`config.mk`:
```
export PLATFORM = sky130hd
export DESIGN_NAME = device_presence_table_core
export DESIGN_NICKNAME = d
export VERILOG_FILES = /design/src/hw/rtl/dpt_pkg.sv /design/src/hw/rtl/dpt_cell.sv /design/src/hw/rtl/device_presence_table_core.sv
export SDC_FILE = /design/constraint.sdc
export NUM_CORES = 2
export LEC_CHECK = 0
export ABC_AREA = 1
export BUFFER_PORTS_ARGS = -buffer_cell sky130_fd_sc_hd__buf_4
export CORE_MARGIN = 2
export CORE_UTILIZATION = 50
export CTS_CLUSTER_SIZE = 16
export DETAILED_ROUTE_END_ITERATION = 8
export GPL_TIMING_DRIVEN = 0
export PLACE_DENSITY = 0.65
export SLEW_MARGIN = 0
export SYNTH_ARGS = -nofsm -noshare
export SYNTH_HDL_FRONTEND = slang
export SYNTH_HIERARCHICAL = 1
export SYNTH_SLANG_ARGS = --single-unit
```
`constraint.sdc`:
```
create_clock -name clk -period 10.3 [get_ports clk]
set_input_delay 1.03 -clock clk [delete_from_list [all_inputs] [get_ports clk]]
set_output_delay 1.03 -clock clk [all_outputs]
set_load 0.005 [all_outputs]
```
`src/hw/rtl/dpt_pkg.sv`:
```
package dpt_pkg;

  localparam int TABLE_SLOTS = 16;
  localparam int SLOT_W      = $clog2(TABLE_SLOTS);
  localparam int RES_SLOT_W  = 4;
  localparam logic [7:0] AGE_LIMIT_RESET = 8'd5;
  localparam logic [7:0] MISSES_MAX      = 8'hFF;

  localparam logic [1:0] OP_ANNOUNCE = 2'd0;
  localparam logic [1:0] OP_PING     = 2'd1;
  localparam logic [1:0] OP_LOOKUP   = 2'd2;

  typedef logic [SLOT_W-1:0] slot_idx_t;

  typedef struct packed {
    logic [1:0]  op;
    logic [47:0] mac;
    logic [31:0] ip_addr;
    logic [7:0]  dev_id;
  } item_t;

  typedef struct packed {
    logic                  found;
    logic [RES_SLOT_W-1:0] slot;
    logic                  dropped;
    logic [31:0]           ip_out;
    logic [7:0]            id_out;
  } result_t;

  // Search token handed from cell to cell, one cell per cycle.
  typedef struct packed {
    logic        live;
    logic [1:0]  op;
    logic [47:0] mac;
    logic [31:0] ip_addr;
    logic [7:0]  dev_id;
    logic        hit;
    slot_idx_t   hit_idx;
    logic        free;
    slot_idx_t   free_idx;
    logic [31:0] ip_out;
    logic [7:0]  id_out;
  } token_t;

  typedef struct packed {
    logic fill;
    logic clear;
  } cell_cmd_t;

endpackage

```
`src/hw/rtl/dpt_cell.sv`:
```
module dpt_cell (
  input  logic              clk,
  input  logic              rst,
  input  dpt_pkg::slot_idx_t index,
  input  logic [7:0]        age_limit,
  input  dpt_pkg::token_t   tok_in,
  output dpt_pkg::token_t   tok_out,
  input  dpt_pkg::cell_cmd_t cmd,
  input  dpt_pkg::token_t   commit_tok
);
  import dpt_pkg::*;

  logic        slot_valid;
  logic [47:0] slot_mac;
  logic [31:0] slot_ip;
  logic [7:0]  slot_id;
  logic [7:0]  slot_misses;

  token_t tok_next;
  logic   match;
  logic   ping;
  logic   expire;

  assign match  = slot_valid && (slot_mac == tok_in.mac);
  assign ping   = tok_in.live && (tok_in.op == OP_PING) && slot_valid;
  assign expire = slot_misses > age_limit;

  always_comb begin
    tok_next = tok_in;
    // keep the first match only
    if (match && !tok_in.hit) begin
      tok_next.hit     = 1'b1;
      tok_next.hit_idx = index;
      tok_next.ip_out  = slot_ip;
      tok_next.id_out  = slot_id;
    end
    if (!slot_valid && !tok_in.free) begin
      tok_next.free     = 1'b1;
      tok_next.free_idx = index;
    end
  end

  always_ff @(posedge clk) begin
    if (rst) begin
      tok_out.live <= 1'b0;
    end else begin
      tok_out <= tok_next;
    end
  end

  always_ff @(posedge clk) begin
    if (rst) begin
      slot_valid <= 1'b0;
    end else if (cmd.fill) begin
      slot_valid <= 1'b1;
    end else if (ping && expire) begin
      slot_valid <= 1'b0;
    end
  end

  always_ff @(posedge clk) begin
    if (cmd.fill) begin
      slot_mac <= commit_tok.mac;
      slot_ip  <= commit_tok.ip_addr;
      slot_id  <= commit_tok.dev_id;
    end
    if (cmd.fill || cmd.clear) begin
      slot_misses <= 8'd0;
    end else if (ping && !expire && (slot_misses != MISSES_MAX)) begin
      slot_misses <= slot_misses + 8'd1;
    end
  end

endmodule

```
`src/hw/rtl/device_presence_table_core.sv`:
```
// done is registered from the live bit of the search token leaving the last cell.
// A new item is taken only while busy is low. The search token walks the chain
// of slot cells one cell a cycle; busy is high until it leaves the last cell.
// Results cannot be stalled: done flags each for exactly one cycle; result keeps it.
// Reset (rst, synchronous) empties the table and sets age_limit to 5.
module device_presence_table_core (
  input  logic             clk,
  input  logic             rst,
  input  logic             start,
  output logic             busy,
  input  dpt_pkg::item_t   item,
  output logic             done,
  output dpt_pkg::result_t result,
  input  logic             cfg_we,
  input  logic [7:0]       cfg_data
);
  import dpt_pkg::*;

  logic       [7:0] age_limit;
  token_t           tok_head;
  token_t           tok_chain [TABLE_SLOTS];
  token_t           tok_last;
  cell_cmd_t        cmd [TABLE_SLOTS];
  result_t          result_next;
  logic             accept;
  logic             is_announce;
  logic             is_lookup;

  assign accept   = start && !busy;
  assign tok_last = tok_chain[TABLE_SLOTS-1];

  always_comb begin
    tok_head          = '0;
    tok_head.live     = accept;
    tok_head.op       = item.op;
    tok_head.mac      = item.mac;
    tok_head.ip_addr  = item.ip_addr;
    tok_head.dev_id   = item.dev_id;
  end

  for (genvar i = 0; i < TABLE_SLOTS; i++) begin : g_cell
    always_comb begin
      cmd[i].clear = tok_last.live && is_announce && tok_last.hit
                     && (tok_last.hit_idx == slot_idx_t'(i));
      cmd[i].fill  = tok_last.live && is_announce && !tok_last.hit && tok_last.free
                     && (tok_last.free_idx == slot_idx_t'(i));
    end

    if (i == 0) begin : g_first
      dpt_cell u_cell (
        .clk        (clk),
        .rst        (rst),
        .index      (slot_idx_t'(i)),
        .age_limit  (age_limit),
        .tok_in     (tok_head),
        .tok_out    (tok_chain[i]),
        .cmd        (cmd[i]),
        .commit_tok (tok_last)
      );
    end else begin : g_rest
      dpt_cell u_cell (
        .clk        (clk),
        .rst        (rst),
        .index      (slot_idx_t'(i)),
        .age_limit  (age_limit),
        .tok_in     (tok_chain[i-1]),
        .tok_out    (tok_chain[i]),
        .cmd        (cmd[i]),
        .commit_tok (tok_last)
      );
    end
  end

  assign is_announce = tok_last.op == OP_ANNOUNCE;
  assign is_lookup   = tok_last.op == OP_LOOKUP;

  always_comb begin
    result_next = '0;
    if (is_announce) begin
      result_next.found = tok_last.hit;
      if (tok_last.hit) begin
        result_next.slot = RES_SLOT_W'(tok_last.hit_idx);
      end else if (tok_last.free) begin
        result_next.slot = RES_SLOT_W'(tok_last.free_idx);
      end else begin
        result_next.dropped = 1'b1;
      end
    end else if (is_lookup && tok_last.hit) begin
      result_next.found  = 1'b1;
      result_next.slot   = RES_SLOT_W'(tok_last.hit_idx);
      result_next.ip_out = tok_last.ip_out;
      result_next.id_out = tok_last.id_out;
    end
  end

  always_ff @(posedge clk) begin
    if (rst) begin
      age_limit <= AGE_LIMIT_RESET;
    end else if (cfg_we) begin
      age_limit <= cfg_data;
    end
  end

  // hold busy until the token leaves the last cell and the table update lands
  always_ff @(posedge clk) begin
    if (rst) begin
      busy <= 1'b0;
      done <= 1'b0;
    end else begin
      done <= tok_last.live;
      if (tok_last.live) begin
        busy <= 1'b0;
      end else if (accept) begin
        busy <= 1'b1;
      end
    end
  end

  always_ff @(posedge clk) begin
    if (tok_last.live) begin
      result <= result_next;
    end
  end

endmodule

```
---- Yosys cells after proc, flatten, opt, wreduce, memory -nomap -nowiden ----
Cells that the tools add are included.
storage, ports and cells
  bits in registers ....................... 3864
  input port bits ......................... 102
  output and inout port bits .............. 48
operators by class
  $add $sub $neg .......................... 16
  order comparisons ....................... 16
  eq/ne operators ......................... 79
  mux-type cells .......................... 54
  bitwise gates (word level) .............. 2
  reductions and logical operators ........ 265
operators with widths
  cell                   count
  $eq A48 B48 Y1         16
  $mux W40               15
  $logic_and A1 B1 Y1    164
  $add A8 B1 Y8 const B  16
  $gt A8 B8 Y1           16
  $ne A8 B8 Y1 const B   16
  $eq A4 B4 Y1 const B   16
  $logic_not A1 Y1       63
  $mux W1                33
  $eq A2 B1 Y1 const B   16
  $eq A4 B3 Y1 const B   8
  $reduce_bool A2 Y1     16
  $mux W5                4
  $eq A4 B2 Y1 const B   4
  $logic_or A1 B1 Y1     16
  $eq A4 B1 Y1 const B   2
  $logic_not A4 Y1       2
  $mux W4                2
  $reduce_or A2 Y1       3
  $eq A2 B2 Y1 const B   1
  $logic_not A2 Y1       1
  $not A1 Y1             2

---- Depth between registers and ports, before layout ----
  depth in word-level cells ............... 7
  mapped depth ............................ 15
  depth with buffers taken out ............ 14

---- Cells and area by module ----
The synthesis kept the hierarchy.
modules (own cells, without submodules)
  module                                    times used  cells an instance  area an instance (µm²)  sequential area each (µm²)
  dpt_cell at g_cell[14].g_rest.u_cell ...  9           710                9192.6                  7046.8
  dpt_cell at g_cell[0].g_first.u_cell ...  5           711                9268.9                  7046.8
  dpt_cell at g_cell[8].g_rest.u_cell       1           728                9241.4                  7046.8
  dpt_cell at g_cell[9].g_rest.u_cell       1           714                9202.6                  7046.8
  device_presence_table_core                1           252                2491.1                  1581.5

---- Worst setup path after synthesis ----
Ideal clock, no wire load.
  kind .................................... reg-to-reg
  from .................................... reg g_cell[15].g_rest.u_cell/tok_out[140] in the netlist's numbering
  to ...................................... reg g_cell[1].g_rest.u_cell.slot_misses[6]
  library setup time ...................... 114 ps
  arrival time ............................ 9275 ps
  data required time ...................... 10186 ps
  setup slack ............................. 911 ps
  stages on the path, launching flop included .. 7
  path buffers ............................ 0
  period minus slack after synthesis ...... 9389 ps
  cell sequence ........................... dfxtp_1 > nand3_2 > nor3_1 > nor2_1 > o21a_1 > nand2_1 > nor2_1
RTL lines
  what                    line            RTL
  from (decl)             dpt_cell.sv:7   output dpt_pkg::token_t tok_out,
  from (signal assigned)  dpt_cell.sv:47  tok_out <= tok_next;
  to (signal assigned)    dpt_cell.sv:70  slot_misses <= slot_misses + 8'd1;
  to (decl)               dpt_cell.sv:17  logic [7:0] slot_misses;

==> run metrics <==
WHS=306 ps; worst r2r dst=g_cell[5].g_rest.u_cell/slot_mac[34]; post-layout instance area=0.171 mm²; WP depth=8; CTS clk-pin slew, worst paths=60 ps; HPWL after detailed placement=219000 µm; Critical Path RT=10880 ps; GP Congestion=0.874; family with the most delay on the worst path=simple AND/OR/NAND/NOR gates; Final Max Tran Viols=0; floorplan die height=552 µm; CP most frequent cell=buf_6; Post-CTS Setup Bufs=0; # nets final=12700; vias in the first global route=82500; reg2reg setup slack=7100 ps; fill count=23300; layout cells sized above 1=9.50%; initial antenna violation count=15; Setup crit end kind=flop; DR DRC count=0; clk root buf=clkbuf_16; largest net degree at the start of global routing=99; full die area=0.304 mm²; min-delay worst type=primary input to flop; sequential fraction of the synthesis area=76.2%; top cell type by total area after synthesis=edfxtp_1; GRT Total Usage=19.9%; outcome=completed; number of synthesis warnings=6; num rows=201; maximum fanout along the worst path=14; crit path kind=flop to flop; CP Launch Point=g_cell[15].g_rest.u_cell/tok_out[49]; Max-cap violations=0; unrepaired setup endpoints after global routing=no; clock tree buffer depth=4; per-cell routed wire length=18.0 µm; post-route ant nets=0; first-pass GRT wire length=466000 µm; area delta synth->final=13.9%; Initial Util=50.1%; startpoint types=flop; Final Total Pwr=32.6 mW; syn avg cell area=12.9 µm²; cts hold-fix bufs=0; synth top area cells=edfxtp_1 74%, nand2_1 8.3%, inv_1 3.5%; GRT overflow=0; PD cells=191 mW/mm²; post-layout min period=3200 ps; crit path cell chain=nor2_1 -> nand3_2 -> nor3_2 -> buf_6 -> buf_6 -> buf_4 -> buf_6 -> buf_4; Setup Skew=62.1 ps; Fmax=312 MHz; CP bufs+invs=5; port bufs=148; Worst Tran Pin Value=1470 ps; slowest cell on the critical path=nor3_2; Yosys top cell area share=73.9%; initial DRC count=6373; vias per cell=4.94; CTS Sinks=3864; worst r2r src=g_cell[15].g_rest.u_cell/tok_out[49]; maximum VDD drop=0.158 mV; Final Cycle Share=31.1%; Synth Register Bits=3864; final setup vio count=0; core area=0.299 mm²; CTS resizes=0; Distinct cells, synth=34; Placed Area=0.159 mm²; multi-input logic area=0.0293 mm²; Reg area=0.114 mm²; Static Leak=69.2 nW; CTS buffer count=385; via count=82700; DR pass1 iterations=6; CP Capture Point=g_cell[5].g_rest.u_cell/slot_mac[34]; Hold Violations, Final=0; Synth Cell Area=0.150 mm²; CTS tree=built; arrival time worst endpoint=3780 ps; Worst-Skew Late Latency=900 ps; worst r2r path cells=8; Top Ports=150; Post-Syn Instances=11600; Total Routed Length=301000 µm; Worst path max stage delay=770 ps; H-tree depth=5; slew margin rel.=1.93%; die width=552 µm
## Yosys cell counts (all sizes together)
library cell	number
xnor2	144
edfxtp	3694
o22ai	37
ha	144
o21a	15
nor4	2
conb	2
nor2	946
or2	16
xor2	42
o21ai	245
a21o	16
nand2	3358
and2	1
inv	1410
buf	229
nor3	60
nand3	845
dfxtp	170
a21oi	49
nand4	150
mux2	64
## per-stage QoR
stage | std cells | setup slack (ps) | utilization [%] | TNS (ps)
after floorplan | 11800 | 911 | - | 0
after global placement | 15900 | -5540 | 52.4 | -2198050
after detailed placement | 16000 | 6890 | 53.0 | 0
after CTS | 16700 | 7110 | 57.1 | 0
after global routing | 16700 | 6970 | 57.1 | 0
final | 16700 | 7100 | 57.1 | 0
## layer usage
metal  track usage [%]  wire [µm]  vias to the layer above
li1                  -          -                    40800
met1              26.7     131000                    39200
met2              33.1     142000                     2049
met3              2.82      16200                      571
met4              7.67      11900                        2
met5                 0         13                        -
## worst min path at each step
stage	startpoint	endpoint	slack, ps	cells past startpoint
after floorplan	g_cell[9].g_rest.u_cell/tok_out[50]	g_cell[10].g_rest.u_cell/tok_out[50]	400	0
after global placement	g_cell[14].g_rest.u_cell/tok_out[68]	g_cell[15].g_rest.u_cell/tok_out[68]	400	0
after detailed placement	g_cell[9].g_rest.u_cell/tok_out[53]	g_cell[10].g_rest.u_cell/tok_out[53]	400	0
after CTS	item[20]	g_cell[0].g_first.u_cell/tok_out[70]	220	1
after global routing	item[24]	g_cell[0].g_first.u_cell/tok_out[74]	220	1
final	item[38]	g_cell[0].g_first.u_cell/tok_out[88]	310	1
## power breakdown
part,internal (mW),leakage [nW],switching (mW)
Clock,7.86,5.97,5.67
Sequential,17.8,36.4,0.397
Combinational,0.290,26.9,0.573
## cell usage in the layout, fill, tap and decap left out, types with 35 or more instances in the layout
cell       synthesis  routed
clkbuf_16          0     393
conb_1             2     179
clkinv_2           0      64
clkbuf_1           0      75
dfxtp_1          170     168
xnor2_1          144     144
xor2_1            42      42
nor3_1            60      52
a21oi_1           49      49
inv_1           1409    1393
o21ai_1           57      57
nand2_1         3335    3335
edfxtp_1        3694    3694
nor2_1           878     870
o22ai_1           37      37
nand4_1          150     150
buf_2             77      77
nand3_1          839     839
nor2_4            27      35
o21ai_0          188     188
ha_1             144     144
buf_6             88     144
clkinv_1           0     106
buf_4             64     219
mux2_2            64      64
## worst register-to-register path, delay by kind of cell (launching register included)
kind,cells,cell delay (ps)
AND/OR/NAND/NOR,3,1340
buffers and inverters,5,1140
flip-flops,1,450
## cells by family after synthesis
| kind of cell | count (synthesis) | synth area share (%) |
|---|---|---|
| buffers and inverters | 1639 | 4.77 |
| AND/OR/NAND/NOR | 5378 | 15.0 |
| XOR/XNOR | 186 | 1.09 |
| other | 2 | 0.00501 |
| multiplexers | 64 | 0.480 |
| flip-flops | 3864 | 76.2 |
| AO/OA/AOI/OAI | 362 | 1.29 |
| adder cells (fa/ha/maj) | 144 | 1.20 |
## flip-flops by register name, indices dropped and copies added, names as in the netlist
| signal | flops |
|---|---|
| busy | 1 |
| g_cell.g_first.u_cell/slot_ip | 32 |
| g_cell.g_rest.u_cell/slot_misses | 120 |
| g_cell.g_rest.u_cell/tok_out | 2115 |
| g_cell.g_first.u_cell/slot_mac | 48 |
| g_cell.g_first.u_cell/slot_id | 8 |
| age_limit | 8 |
| g_cell.g_rest.u_cell/slot_ip | 480 |
| g_cell.g_rest.u_cell/slot_id | 120 |
| g_cell.g_first.u_cell/tok_out | 141 |
| done | 1 |
| g_cell.g_first.u_cell/slot_misses | 8 |
| g_cell.g_rest.u_cell/slot_valid | 15 |
| g_cell.g_first.u_cell/slot_valid | 1 |
| g_cell.g_rest.u_cell/slot_mac | 720 |
| result | 46 |
## cell type report
type                       instances  share of cell area (%)
clock buffer                     472                    5.95
inverter                        1410                    3.14
multi-input combinational       6313                    17.1
buffer                           229                    1.09
clock inverter                   229                    1.22
sequential                      3864                    66.9
tap                             3958                    2.90
timing repair buffer             252                    1.62
antenna                            4                 0.00586
Power figures use the tool's default switching activity.
